File: src/rtl/motion_gated_imu_capture_defines.svh
// Assertion helpers shared by the capture block.
`ifndef MOTION_GATED_IMU_CAPTURE_DEFINES_SVH
`define MOTION_GATED_IMU_CAPTURE_DEFINES_SVH

// Invariant checked at every clock edge outside reset.
`define MGIC_ASSERT(label, clk, rst_n, prop, msg) \
    label: assert property (@(posedge clk) disable iff (!rst_n) (prop)) else $error(msg);

// Condition in one cycle implies consequence in the next.
`define MGIC_ASSERT_NEXT(label, clk, rst_n, cond, cons, msg) \
    label: assert property (@(posedge clk) disable iff (!rst_n) (cond) |=> (cons)) \
        else $error(msg);

`endif

File: src/rtl/mgic_pkg.sv
package mgic_pkg;

    // Capture buffer depth; the sample counter saturates here.
    localparam int BUF_DEPTH = 1024;
    localparam int CNT_W     = $clog2(BUF_DEPTH + 1);

    // Depth of the queue between classifier and state machine.
    localparam int QDEPTH = 4;
    localparam int QPTR_W = $clog2(QDEPTH);
    localparam int QCNT_W = $clog2(QDEPTH + 1);

    // Configuration register indexes.
    localparam logic [1:0] CFG_SENSOR_MODE  = 2'd0;
    localparam logic [1:0] CFG_GYRO_SCALE   = 2'd1;
    localparam logic [1:0] CFG_FIRST_SYMBOL = 2'd2;

    // Result status codes.
    localparam logic [1:0] ST_IDLE  = 2'd0;
    localparam logic [1:0] ST_END   = 2'd1;
    localparam logic [1:0] ST_FIRST = 2'd2;
    localparam logic [1:0] ST_CONT  = 2'd3;

    // round(m/327) half away from zero == floor((m+163)/327) (no exact half).
    // floor(x/327) == (x*51307) >> 24 for x < 2^24/173.
    localparam logic [15:0] ACC_BIAS  = 16'd163;
    localparam logic [15:0] ACC_MUL   = 16'd51307;
    localparam int          ACC_SHIFT = 24;
    // round(m/10) == floor((m+5)/10) == ((m+5)*52429) >> 19 for m+5 < 2^18.
    localparam logic [15:0] GYR_BIAS  = 16'd5;
    localparam logic [15:0] GYR_MUL   = 16'd52429;
    localparam int          GYR_SHIFT = 19;

    localparam logic signed [15:0] ACC_TH = 16'sd4;
    localparam logic signed [15:0] GYR_TH = 16'sd40;

    typedef struct packed {
        logic        sensor_mode;
        logic        gyro_scale_enable;
        logic [15:0] first_symbol_number;
    } t_cfg;

    typedef struct packed {
        logic               trigger;
        logic signed [15:0] axis_x;
        logic signed [15:0] axis_y;
        logic signed [15:0] axis_z;
    } t_in;

    // Classified sample passed from front to back.
    typedef struct packed {
        logic               trigger;
        logic               moving;
        logic signed [15:0] level_x;
        logic signed [15:0] level_y;
        logic signed [15:0] level_z;
    } t_cls;

    typedef struct packed {
        logic [1:0]         status;
        logic               stored;
        logic signed [15:0] level_x;
        logic signed [15:0] level_y;
        logic signed [15:0] level_z;
        logic [10:0]        sample_index;
        logic [15:0]        symbol_number;
    } t_out;

    // Queue status seen by the back end.
    typedef struct packed {
        logic        valid;
        logic [QCNT_W-1:0] count;
    } t_qstat;

endpackage

File: src/rtl/motion_gated_imu_capture.sv
// Motion-gated three-axis IMU capture.
// Input side is a queue: drive i_item and raise push; the sample transaction
// is taken at a clock edge with push high and full low. Each sample carries
// the record trigger and three signed axis values.
// Result side is a queue too: while empty is low, o_result holds the oldest
// result; pop high at a clock edge takes it. Every sample gives one result.
// A taken sample is loaded into the multiply stage, classified into the mid
// queue, then written by the state update into the output buffer. Throughput
// is one sample per cycle while pop keeps the output buffer from filling,
// limited by the single state update in the back end; the front pipeline
// and the multiply per axis are fully pipelined.
// When pop stays low the two-entry output buffer fills, the back end stops
// draining the four-entry mid queue, and full rises once queued plus
// in-flight samples reach the queue depth; nothing is dropped.
// Configuration: i_cfg_we writes i_cfg_data into register i_cfg_idx at once
// (0 sensor mode, 1 gyro scale enable, 2 first symbol number); write only
// while no samples are pending. Synchronous reset clears the registers,
// the capture state, the symbol count and both queues.
module motion_gated_imu_capture import mgic_pkg::*; (
    input  logic        i_clk,
    input  logic        i_rst_n,
    input  logic        push,
    output logic        full,
    input  t_in         i_item,
    output logic        empty,
    input  logic        pop,
    output t_out        o_result,
    input  logic        i_cfg_we,
    input  logic [1:0]  i_cfg_idx,
    input  logic [15:0] i_cfg_data
);

    t_cfg   r_cfg;
    t_cfg   n_cfg;

    logic   w_accept;
    logic   w_fpush;
    logic   w_fbusy;
    t_cls   w_fcls;
    t_cls   w_qhead;
    t_qstat w_qstat;
    logic   w_qpop;
    logic [QCNT_W:0] w_pending;

    // Config register file.
    always_comb begin
        n_cfg = r_cfg;
        if (i_cfg_we) begin
            unique case (i_cfg_idx)
                CFG_SENSOR_MODE:  n_cfg.sensor_mode         = i_cfg_data[0];
                CFG_GYRO_SCALE:   n_cfg.gyro_scale_enable   = i_cfg_data[0];
                CFG_FIRST_SYMBOL: n_cfg.first_symbol_number = i_cfg_data;
                default:          n_cfg = r_cfg;
            endcase
        end
    end

    always_ff @(posedge i_clk) begin
        if (!i_rst_n) begin
            r_cfg <= '0;
        end else begin
            r_cfg <= n_cfg;
        end
    end

    // Reserve a mid-queue slot for every sample still in the front pipeline.
    assign w_pending = {1'b0, w_qstat.count} + (QCNT_W+1)'(w_fbusy);
    assign full      = (w_pending >= (QCNT_W+1)'(QDEPTH));
    assign w_accept  = push && !full;

    mgic_front u_front (
        .i_clk    (i_clk),
        .i_rst_n  (i_rst_n),
        .i_cfg    (r_cfg),
        .i_accept (w_accept),
        .i_item   (i_item),
        .o_push   (w_fpush),
        .o_cls    (w_fcls),
        .o_busy   (w_fbusy)
    );

    mgic_queue u_queue (
        .i_clk    (i_clk),
        .i_rst_n  (i_rst_n),
        .i_push   (w_fpush),
        .i_data   (w_fcls),
        .i_pop    (w_qpop),
        .o_head   (w_qhead),
        .o_stat   (w_qstat)
    );

    mgic_back u_back (
        .i_clk    (i_clk),
        .i_rst_n  (i_rst_n),
        .i_cfg    (r_cfg),
        .i_qstat  (w_qstat),
        .i_head   (w_qhead),
        .o_qpop   (w_qpop),
        .i_pop    (pop),
        .o_empty  (empty),
        .o_result (o_result)
    );

endmodule

File: src/rtl/mgic_front.sv
module mgic_front import mgic_pkg::*; (
    input  logic i_clk,
    input  logic i_rst_n,
    input  t_cfg i_cfg,
    input  logic i_accept,
    input  t_in  i_item,
    output logic o_push,
    output t_cls o_cls,
    output logic o_busy
);

    logic               r_v1;
    logic               r_trig1;
    logic [2:0]         r_neg1;
    logic [31:0]        r_prod1 [3];
    logic [15:0]        r_raw1  [3];

    logic [15:0]        w_raw  [3];
    logic [15:0]        w_mag  [3];
    logic [15:0]        w_x    [3];
    logic [31:0]        w_prod [3];
    logic [11:0]        w_q    [3];
    logic [15:0]        w_qq   [3];
    logic signed [15:0] w_lv   [3];
    logic signed [15:0] w_th;
    logic               w_moving;

    assign w_raw[0] = i_item.axis_x;
    assign w_raw[1] = i_item.axis_y;
    assign w_raw[2] = i_item.axis_z;

    // Stage 1: magnitude, rounding bias, reciprocal multiply.
    always_comb begin
        for (int i = 0; i < 3; i++) begin
            w_mag[i]  = w_raw[i][15] ? (~w_raw[i] + 16'd1) : w_raw[i];
            w_x[i]    = w_mag[i] + (i_cfg.sensor_mode ? GYR_BIAS : ACC_BIAS);
            w_prod[i] = 32'(w_x[i]) * 32'(i_cfg.sensor_mode ? GYR_MUL : ACC_MUL);
        end
    end

    always_ff @(posedge i_clk) begin
        if (!i_rst_n) begin
            r_v1 <= 1'b0;
        end else begin
            r_v1 <= i_accept;
        end
    end

    always_ff @(posedge i_clk) begin
        r_trig1 <= i_item.trigger;
        for (int i = 0; i < 3; i++) begin
            r_neg1[i]  <= w_raw[i][15];
            r_prod1[i] <= w_prod[i];
            r_raw1[i]  <= w_raw[i];
        end
    end

    // Stage 2: quotient, sign, raw bypass, dead-zone test.
    assign w_th = i_cfg.sensor_mode ? GYR_TH : ACC_TH;

    always_comb begin
        w_moving = 1'b0;
        for (int i = 0; i < 3; i++) begin
            w_q[i]  = i_cfg.sensor_mode ? 12'(r_prod1[i] >> GYR_SHIFT)
                                        : 12'(r_prod1[i] >> ACC_SHIFT);
            w_qq[i] = {4'b0, w_q[i]};
            if (i_cfg.sensor_mode && !i_cfg.gyro_scale_enable) begin
                w_lv[i] = r_raw1[i];
            end else begin
                w_lv[i] = r_neg1[i] ? (~w_qq[i] + 16'd1) : w_qq[i];
            end
            if ((w_lv[i] > w_th) || (w_lv[i] < -w_th)) begin
                w_moving = 1'b1;
            end
        end
    end

    assign o_push          = r_v1;
    assign o_busy          = r_v1;
    assign o_cls.trigger   = r_trig1;
    assign o_cls.moving    = w_moving;
    assign o_cls.level_x   = w_lv[0];
    assign o_cls.level_y   = w_lv[1];
    assign o_cls.level_z   = w_lv[2];

endmodule

File: src/rtl/mgic_queue.sv
`include "motion_gated_imu_capture_defines.svh"

module mgic_queue import mgic_pkg::*; (
    input  logic   i_clk,
    input  logic   i_rst_n,
    input  logic   i_push,
    input  t_cls   i_data,
    input  logic   i_pop,
    output t_cls   o_head,
    output t_qstat o_stat
);

    t_cls              r_mem [QDEPTH];
    logic [QPTR_W-1:0] r_wr;
    logic [QPTR_W-1:0] r_rd;
    logic [QCNT_W-1:0] r_cnt;
    logic              w_pop;

    assign w_pop = i_pop && (r_cnt != '0);

    always_ff @(posedge i_clk) begin
        if (!i_rst_n) begin
            r_wr  <= '0;
            r_rd  <= '0;
            r_cnt <= '0;
        end else begin
            if (i_push) begin
                r_wr <= r_wr + 1'b1;
            end
            if (w_pop) begin
                r_rd <= r_rd + 1'b1;
            end
            r_cnt <= r_cnt + QCNT_W'(i_push) - QCNT_W'(w_pop);
        end
    end

    always_ff @(posedge i_clk) begin
        if (i_push) begin
            r_mem[r_wr] <= i_data;
        end
    end

    assign o_head       = r_mem[r_rd];
    assign o_stat.valid = (r_cnt != '0);
    assign o_stat.count = r_cnt;

    `MGIC_ASSERT(a_q_no_overflow, i_clk, i_rst_n, !(i_push && !w_pop && (r_cnt == QCNT_W'(QDEPTH))), "mid queue overflow")

endmodule

File: src/rtl/mgic_back.sv
`include "motion_gated_imu_capture_defines.svh"

module mgic_back import mgic_pkg::*; (
    input  logic   i_clk,
    input  logic   i_rst_n,
    input  t_cfg   i_cfg,
    input  t_qstat i_qstat,
    input  t_cls   i_head,
    output logic   o_qpop,
    input  logic   i_pop,
    output logic   o_empty,
    output t_out   o_result
);

    logic             r_active;
    logic [CNT_W-1:0] r_cnt;
    logic [15:0]      r_done;
    logic             n_active;
    logic [CNT_W-1:0] n_cnt;
    logic [15:0]      n_done;

    t_out             r_obuf [2];
    logic             r_owr;
    logic             r_ord;
    logic [1:0]       r_ocnt;

    logic             w_take;
    logic             w_opop;
    logic [CNT_W-1:0] w_base;
    t_out             w_res;

    assign w_take = i_qstat.valid && (r_ocnt != 2'd2);
    assign w_opop = i_pop && (r_ocnt != 2'd0);
    assign o_qpop = w_take;

    always_comb begin
        n_active      = r_active;
        n_cnt         = r_cnt;
        n_done        = r_done;
        w_base        = r_active ? r_cnt : '0;
        w_res.stored  = 1'b0;
        w_res.level_x = '0;
        w_res.level_y = '0;
        w_res.level_z = '0;
        if (!i_head.trigger) begin
            if (r_active) begin
                n_active     = 1'b0;
                n_done       = r_done + 16'd1;
                w_res.status = ST_END;
            end else begin
                w_res.status = ST_IDLE;
            end
        end else begin
            n_active      = 1'b1;
            w_res.status  = r_active ? ST_CONT : ST_FIRST;
            w_res.level_x = i_head.level_x;
            w_res.level_y = i_head.level_y;
            w_res.level_z = i_head.level_z;
            // Saturate at buffer depth.
            w_res.stored  = i_head.moving && (w_base < CNT_W'(BUF_DEPTH));
            n_cnt         = w_base + CNT_W'(w_res.stored);
        end
        w_res.sample_index  = 11'(n_cnt);
        w_res.symbol_number = i_cfg.first_symbol_number + n_done;
    end

    always_ff @(posedge i_clk) begin
        if (!i_rst_n) begin
            r_active <= 1'b0;
            r_cnt    <= '0;
            r_done   <= '0;
            r_owr    <= 1'b0;
            r_ord    <= 1'b0;
            r_ocnt   <= 2'd0;
        end else begin
            if (w_take) begin
                r_active <= n_active;
                r_cnt    <= n_cnt;
                r_done   <= n_done;
                r_owr    <= ~r_owr;
            end
            if (w_opop) begin
                r_ord <= ~r_ord;
            end
            r_ocnt <= r_ocnt + 2'(w_take) - 2'(w_opop);
        end
    end

    always_ff @(posedge i_clk) begin
        if (w_take) begin
            r_obuf[r_owr] <= w_res;
        end
    end

    assign o_empty  = (r_ocnt == 2'd0);
    assign o_result = r_obuf[r_ord];

    `MGIC_ASSERT(a_cnt_bound, i_clk, i_rst_n, r_cnt <= CNT_W'(BUF_DEPTH), "sample count above depth")
    `MGIC_ASSERT(a_obuf_bound, i_clk, i_rst_n, r_ocnt != 2'd3, "output buffer over two entries")
    `MGIC_ASSERT_NEXT(a_end_idle, i_clk, i_rst_n, w_take && !i_head.trigger, !r_active, "capture still active after release")

endmodule
File: config.mk
export PLATFORM = sky130hd
export DESIGN_NAME = motion_gated_imu_capture
export DESIGN_NICKNAME = d
export VERILOG_FILES = /design/src/rtl/mgic_pkg.sv /design/src/rtl/motion_gated_imu_capture.sv /design/src/rtl/mgic_front.sv /design/src/rtl/mgic_queue.sv /design/src/rtl/mgic_back.sv
export VERILOG_INCLUDE_DIRS = /design/src /design/src/rtl
export SDC_FILE = /design/constraint.sdc
export NUM_CORES = 2
export LEC_CHECK = 0
export BUFFER_PORTS_ARGS = -buffer_cell sky130_fd_sc_hd__buf_2
export CAP_MARGIN = 5
export CORE_AREA = 2 2 301 303
export DETAILED_ROUTE_END_ITERATION = 10
export DIE_AREA = 0 0 303 305
export PLACE_DENSITY = 0.7
export SLEW_MARGIN = 15
export SYNTH_ARGS = -nofsm -noshare
export SYNTH_HDL_FRONTEND = slang
export SYNTH_SLANG_ARGS = --single-unit
File: constraint.sdc
create_clock -name i_clk -period 29.4 [get_ports i_clk]
set_input_delay 0 -clock i_clk [delete_from_list [all_inputs] [get_ports i_clk]]
set_output_delay 0 -clock i_clk [all_outputs]
set_load 0.005 [all_outputs]
==> Flow_metrics.wiki <==
{| class="wikitable"
! Metric !! Value
|-
| DRC violations left || 26
|-
| Count of flip-flops with a built-in enable after synthesis || 356
|-
| Class of the tightest hold or removal check || in -> reg
|-
| Core Box Area || 0.0893 mm²
|-
| Worst Setup Start Kind || flop
|-
| Synthesis-to-finish area growth || 10.5%
|-
| Total number of yosys warnings || 0
|-
| Share of synthesized flip-flops with an asynchronous set or reset || 0
|-
| Final standard cell count with taps included and fillers excluded || 4,940
|-
| Post-Synthesis Mean Instance Area || ~11 µm²
|-
| Worst-case headroom to the max-slew limit || 0.300
|-
| Maximum clock skew at final layout || 0.0160 ns
|-
| Maxcap violations || 0
|-
| Final estimated routing congestion in global placement || 0.919
|-
| Post-synthesis instance total || 3,537
|-
| Status || finished, violations left
|-
| Final #Nets || 4,648
|-
| Detailed-routing iteration count for the pre-antenna-repair pass || 9
|-
| Endpoint kind of the worst setup timing path || flop
|-
| WS Path Type || reg -> reg
|-
| IO Port Bufs || 151
|-
| Count of placed standard cells including taps || 4,788
|-
| Place WS || slightly below 20 ns
|-
| Data required time at the worst endpoint || 29.89 ns
|-
| Critical path fanouts, max || 40
|-
| Count of boundary I/O pins || 152
|-
| CTS H-Tree Depth || 2
|-
| Worst setup endpoint || u_front.r_prod1[0][62]
|-
| Via count of the first global-routing pass || 26,700
|-
| Worst-skew pair later-pin latency || 0.56 ns
|-
| RSZ-0062 raised after global routing || false
|-
| HPWL after DPL || 68,000 µm
|-
| Violated checks || DRC
|-
| Clock tree from TritonCTS || built
|-
| Final cell area excluding filler cells || 0.0441 mm²
|-
| ANT nets after route || 0
|-
| CP max stage cell || sky130_fd_sc_hd__dfxtp_4
|-
| Post-Route WL || 87,500 µm
|-
| Maximum number of pins on one net before global-route repair || 68
|-
| Height of the chip || 305 µm
|-
| Slew Limit Fails || 0
|-
| Post-route setup slack || 19.76 ns
|-
| Clock transition at path regs || 0.07 ns
|-
| Top FF cell, synth || sky130_fd_sc_hd__edfxtp_1
|-
| WL per Instance || 17.7 µm
|-
| Area enclosed by the die boundary || slightly above 0.09 mm²
|-
| Crit path top cell by count || sky130_fd_sc_hd__fa_1
|-
| Minimum clock period after layout || 9.64 ns
|-
| Hold Violations, Final || 0
|-
| DR vias || about 26,000
|-
| Arrival time worst endpoint || 10.13 ns
|-
| Slowest stage delay, CP || 0.69 ns
|-
| Placed inst area || 0.0419 mm²
|-
| Cell accounting for the most synthesized area || sky130_fd_sc_hd__edfxtp_1
|-
| Count of cells along the worst register-to-register path || 31
|-
| Critical R2R Capture || u_front.r_prod1[0][62]
|-
| Fmax || slightly above 0.1 GHz
|-
| Library cells used by synthesis || between 90 and 100
|-
| Global-route wire length before repair || approximately 140,000 µm
|-
| FF-to-FF setup slack || 19.76 ns
|-
| Die span in x || 303 µm
|-
| Layout cell share with drive strength beyond 1 || 0.116
|-
| Vias per std cell || 5.20
|-
| Fin crit share || 0.328
|-
| Post-CTS Resized || 0
|-
| Sequential fraction of the synthesis area || 0.343
|-
| TritonCTS Sinks || around 500
|-
| Critical path origin || r_cfg[17]
|-
| Number of nets produced by synthesis || 4,457
|-
| Initial DRC count || about 1,600
|-
| Post-synthesis register bit count || 505
|-
| Largest buffer count on any clock path || 3
|-
| Post-CTS repair timing setup buffer count || 0
|-
| Slew @ Worst Pin || 1.05 ns
|-
| Number of inserted filler cells in the final layout || 7,856
|-
| Leading cell types by total area after synthesis || sky130_fd_sc_hd__edfxtp_1, sky130_fd_sc_hd__ha_1, sky130_fd_sc_hd__fa_1, sky130_fd_sc_hd__dfxtp_1, sky130_fd_sc_hd__inv_1
|-
| Cts bufs inserted || 45
|-
| Initial cell density of the core || 0.446
|-
| Reg-to-reg startpoint || r_cfg[17]
|-
| Total congestion overflow || 0
|-
| Final number of setup-violating endpoints || 0
|-
| Cell chosen for the clock root || sky130_fd_sc_hd__clkbuf_16
|-
| Initial antenna violation count || 6
|-
| Fraction of post-synthesis cell area in the top cell type by area || 0.268
|-
| Core Rows || 110
|-
| Area of the mapped netlist || about 0.040 mm²
|-
| TNS Setup || 0 ns
|-
| Global Route Usage Sum || 0.192
|}
## cells in the final DEF, fill, tap and decap left out, types with 16 or more instances in the layout
| master | instances |
|---|---|
| sky130_fd_sc_hd__a21boi_0 | 27 |
| sky130_fd_sc_hd__a21o_1 | 31 |
| sky130_fd_sc_hd__a21oi_1 | 79 |
| sky130_fd_sc_hd__a31oi_1 | 16 |
| sky130_fd_sc_hd__and2_1 | 97 |
| sky130_fd_sc_hd__buf_2 | 151 |
| sky130_fd_sc_hd__buf_4 | 23 |
| sky130_fd_sc_hd__clkbuf_16 | 46 |
| sky130_fd_sc_hd__dfxtp_1 | 145 |
| sky130_fd_sc_hd__dlygate4sd3_1 | 69 |
| sky130_fd_sc_hd__edfxtp_1 | 356 |
| sky130_fd_sc_hd__fa_1 | 326 |
| sky130_fd_sc_hd__ha_1 | 522 |
| sky130_fd_sc_hd__inv_1 | 617 |
| sky130_fd_sc_hd__mux2_2 | 84 |
| sky130_fd_sc_hd__mux2i_1 | 35 |
| sky130_fd_sc_hd__mux4_2 | 49 |
| sky130_fd_sc_hd__nand2_1 | 197 |
| sky130_fd_sc_hd__nand2b_1 | 21 |
| sky130_fd_sc_hd__nand3_1 | 32 |
| sky130_fd_sc_hd__nor2_1 | 156 |
| sky130_fd_sc_hd__nor2b_1 | 25 |
| sky130_fd_sc_hd__nor3_1 | 39 |
| sky130_fd_sc_hd__nor3b_1 | 20 |
| sky130_fd_sc_hd__o211ai_1 | 16 |
| sky130_fd_sc_hd__o21a_1 | 16 |
| sky130_fd_sc_hd__o21ai_0 | 78 |
| sky130_fd_sc_hd__or3_1 | 21 |
| sky130_fd_sc_hd__xnor2_1 | 121 |
| sky130_fd_sc_hd__xor2_1 | 65 |
## flip-flops by register name, summed over array words and instances (netlist names), 3 cells and up, named ones only
| name | flops |
|---|---|
| u_queue.r_mem | 200 |
| u_front.r_prod1 | 39 |
| u_back.r_cnt | 11 |
| u_back.r_obuf | 156 |
| u_queue.r_cnt | 3 |
| u_back.r_done | 16 |
| u_front.r_raw1 | 46 |
| r_cfg | 18 |
## area by class of cell
cell class              instances  area (µm²)  area share
clock buffers                  66        1330      0.0301
repair buffers                243        1620      0.0367
well taps                    1176        1470      0.0334
flip-flops and latches        505       13700       0.311
diodes                          1        2.50   0.0000568
multi-input cells            2314       23500       0.534
inverters                     619        2320      0.0528
clock inverters                16         126     0.00287
## synth_stat cells, drive strengths merged (6+ instances only)
master and n:
a2111oi 8, a211o 7, a211oi 16, a21boi 28
a21o 31, a21oi 80, a31oi 16, and2 102
and3 11, and4 6, buf 20, clkbuf 79
dfxtp 149, edfxtp 356, fa 326, ha 522
inv 618, mux2 86, mux2i 36, mux4 49
nand2 197, nand2b 22, nand3 32, nand4 13
nor2 158, nor2b 26, nor3 39, nor3b 21
nor4 14, o211ai 16, o21a 16, o21ai 81
o21bai 10, o22ai 8, o311ai 6, o31ai 13
o41ai 10, or2 16, or3 22, or4 8
xnor2 122, xor2 66
## worst min-delay path by stage
stage	from	endpoint	cells past startpoint
2_1_floorplan	i_item[47]	u_front.r_neg1[0]	0
3_3_place_gp	i_item[48]	u_front.r_trig1	1
3_5_place_dp	i_item[48]	u_front.r_trig1	1
4_1_cts	i_cfg_we	r_cfg[16]	4
5_1_grt	i_cfg_we	r_cfg[16]	4
6_report	i_cfg_we	r_cfg[16]	4
## stage by stage
step | utilization | hold slack, ns
3_5_place_dp | 0.469 | 0.105
5_1_grt | 0.493 | 0.102
2_1_floorplan | - | 0.0277
4_1_cts | 0.493 | 0.0666
3_3_place_gp | 0.469 | 0.105
6_report | 0.493 | 0.104
## cell families after synthesis
family | count (synthesis) | share of synthesized area
adder cells (fa/ha/maj) | 848 | 0.328
buffers and inverters | 718 | 0.0680
AND/OR/NAND/NOR | 708 | 0.0902
flip-flops | 505 | 0.343
AO/OA/AOI/OAI | 399 | 0.0681
XOR/XNOR | 188 | 0.0420
multiplexers | 171 | 0.0612
## worst max-delay path, delay by kind of cell (launching register included)
kind,cells,cell delay [ns]
fa+ha+maj,8,3.35
compound gates,10,2.63
buf+inv,6,1.42
simple gates,4,0.88
flops,1,0.69
xor+xnor,3,0.56
## what timing repair did
item / 4_1_cts / 5_1_grt
setup endpoints to repair: 0 / 0
hold buffers: 69 / 0
hold endpoints to repair: 70 / 0
## layer usage
metal	vias up	global-route usage	share of wire
met5	-	0	0.00018
met4	2	0.0504	0.026
met3	128	0.0225	0.044
met2	592	0.321	0.47
met1	12600	0.263	0.46
li1	12400	-	-
Power is left out: the tool's default activity adds up to more than one toggle a clock period on the data nets, which glitch-free logic cannot reach.
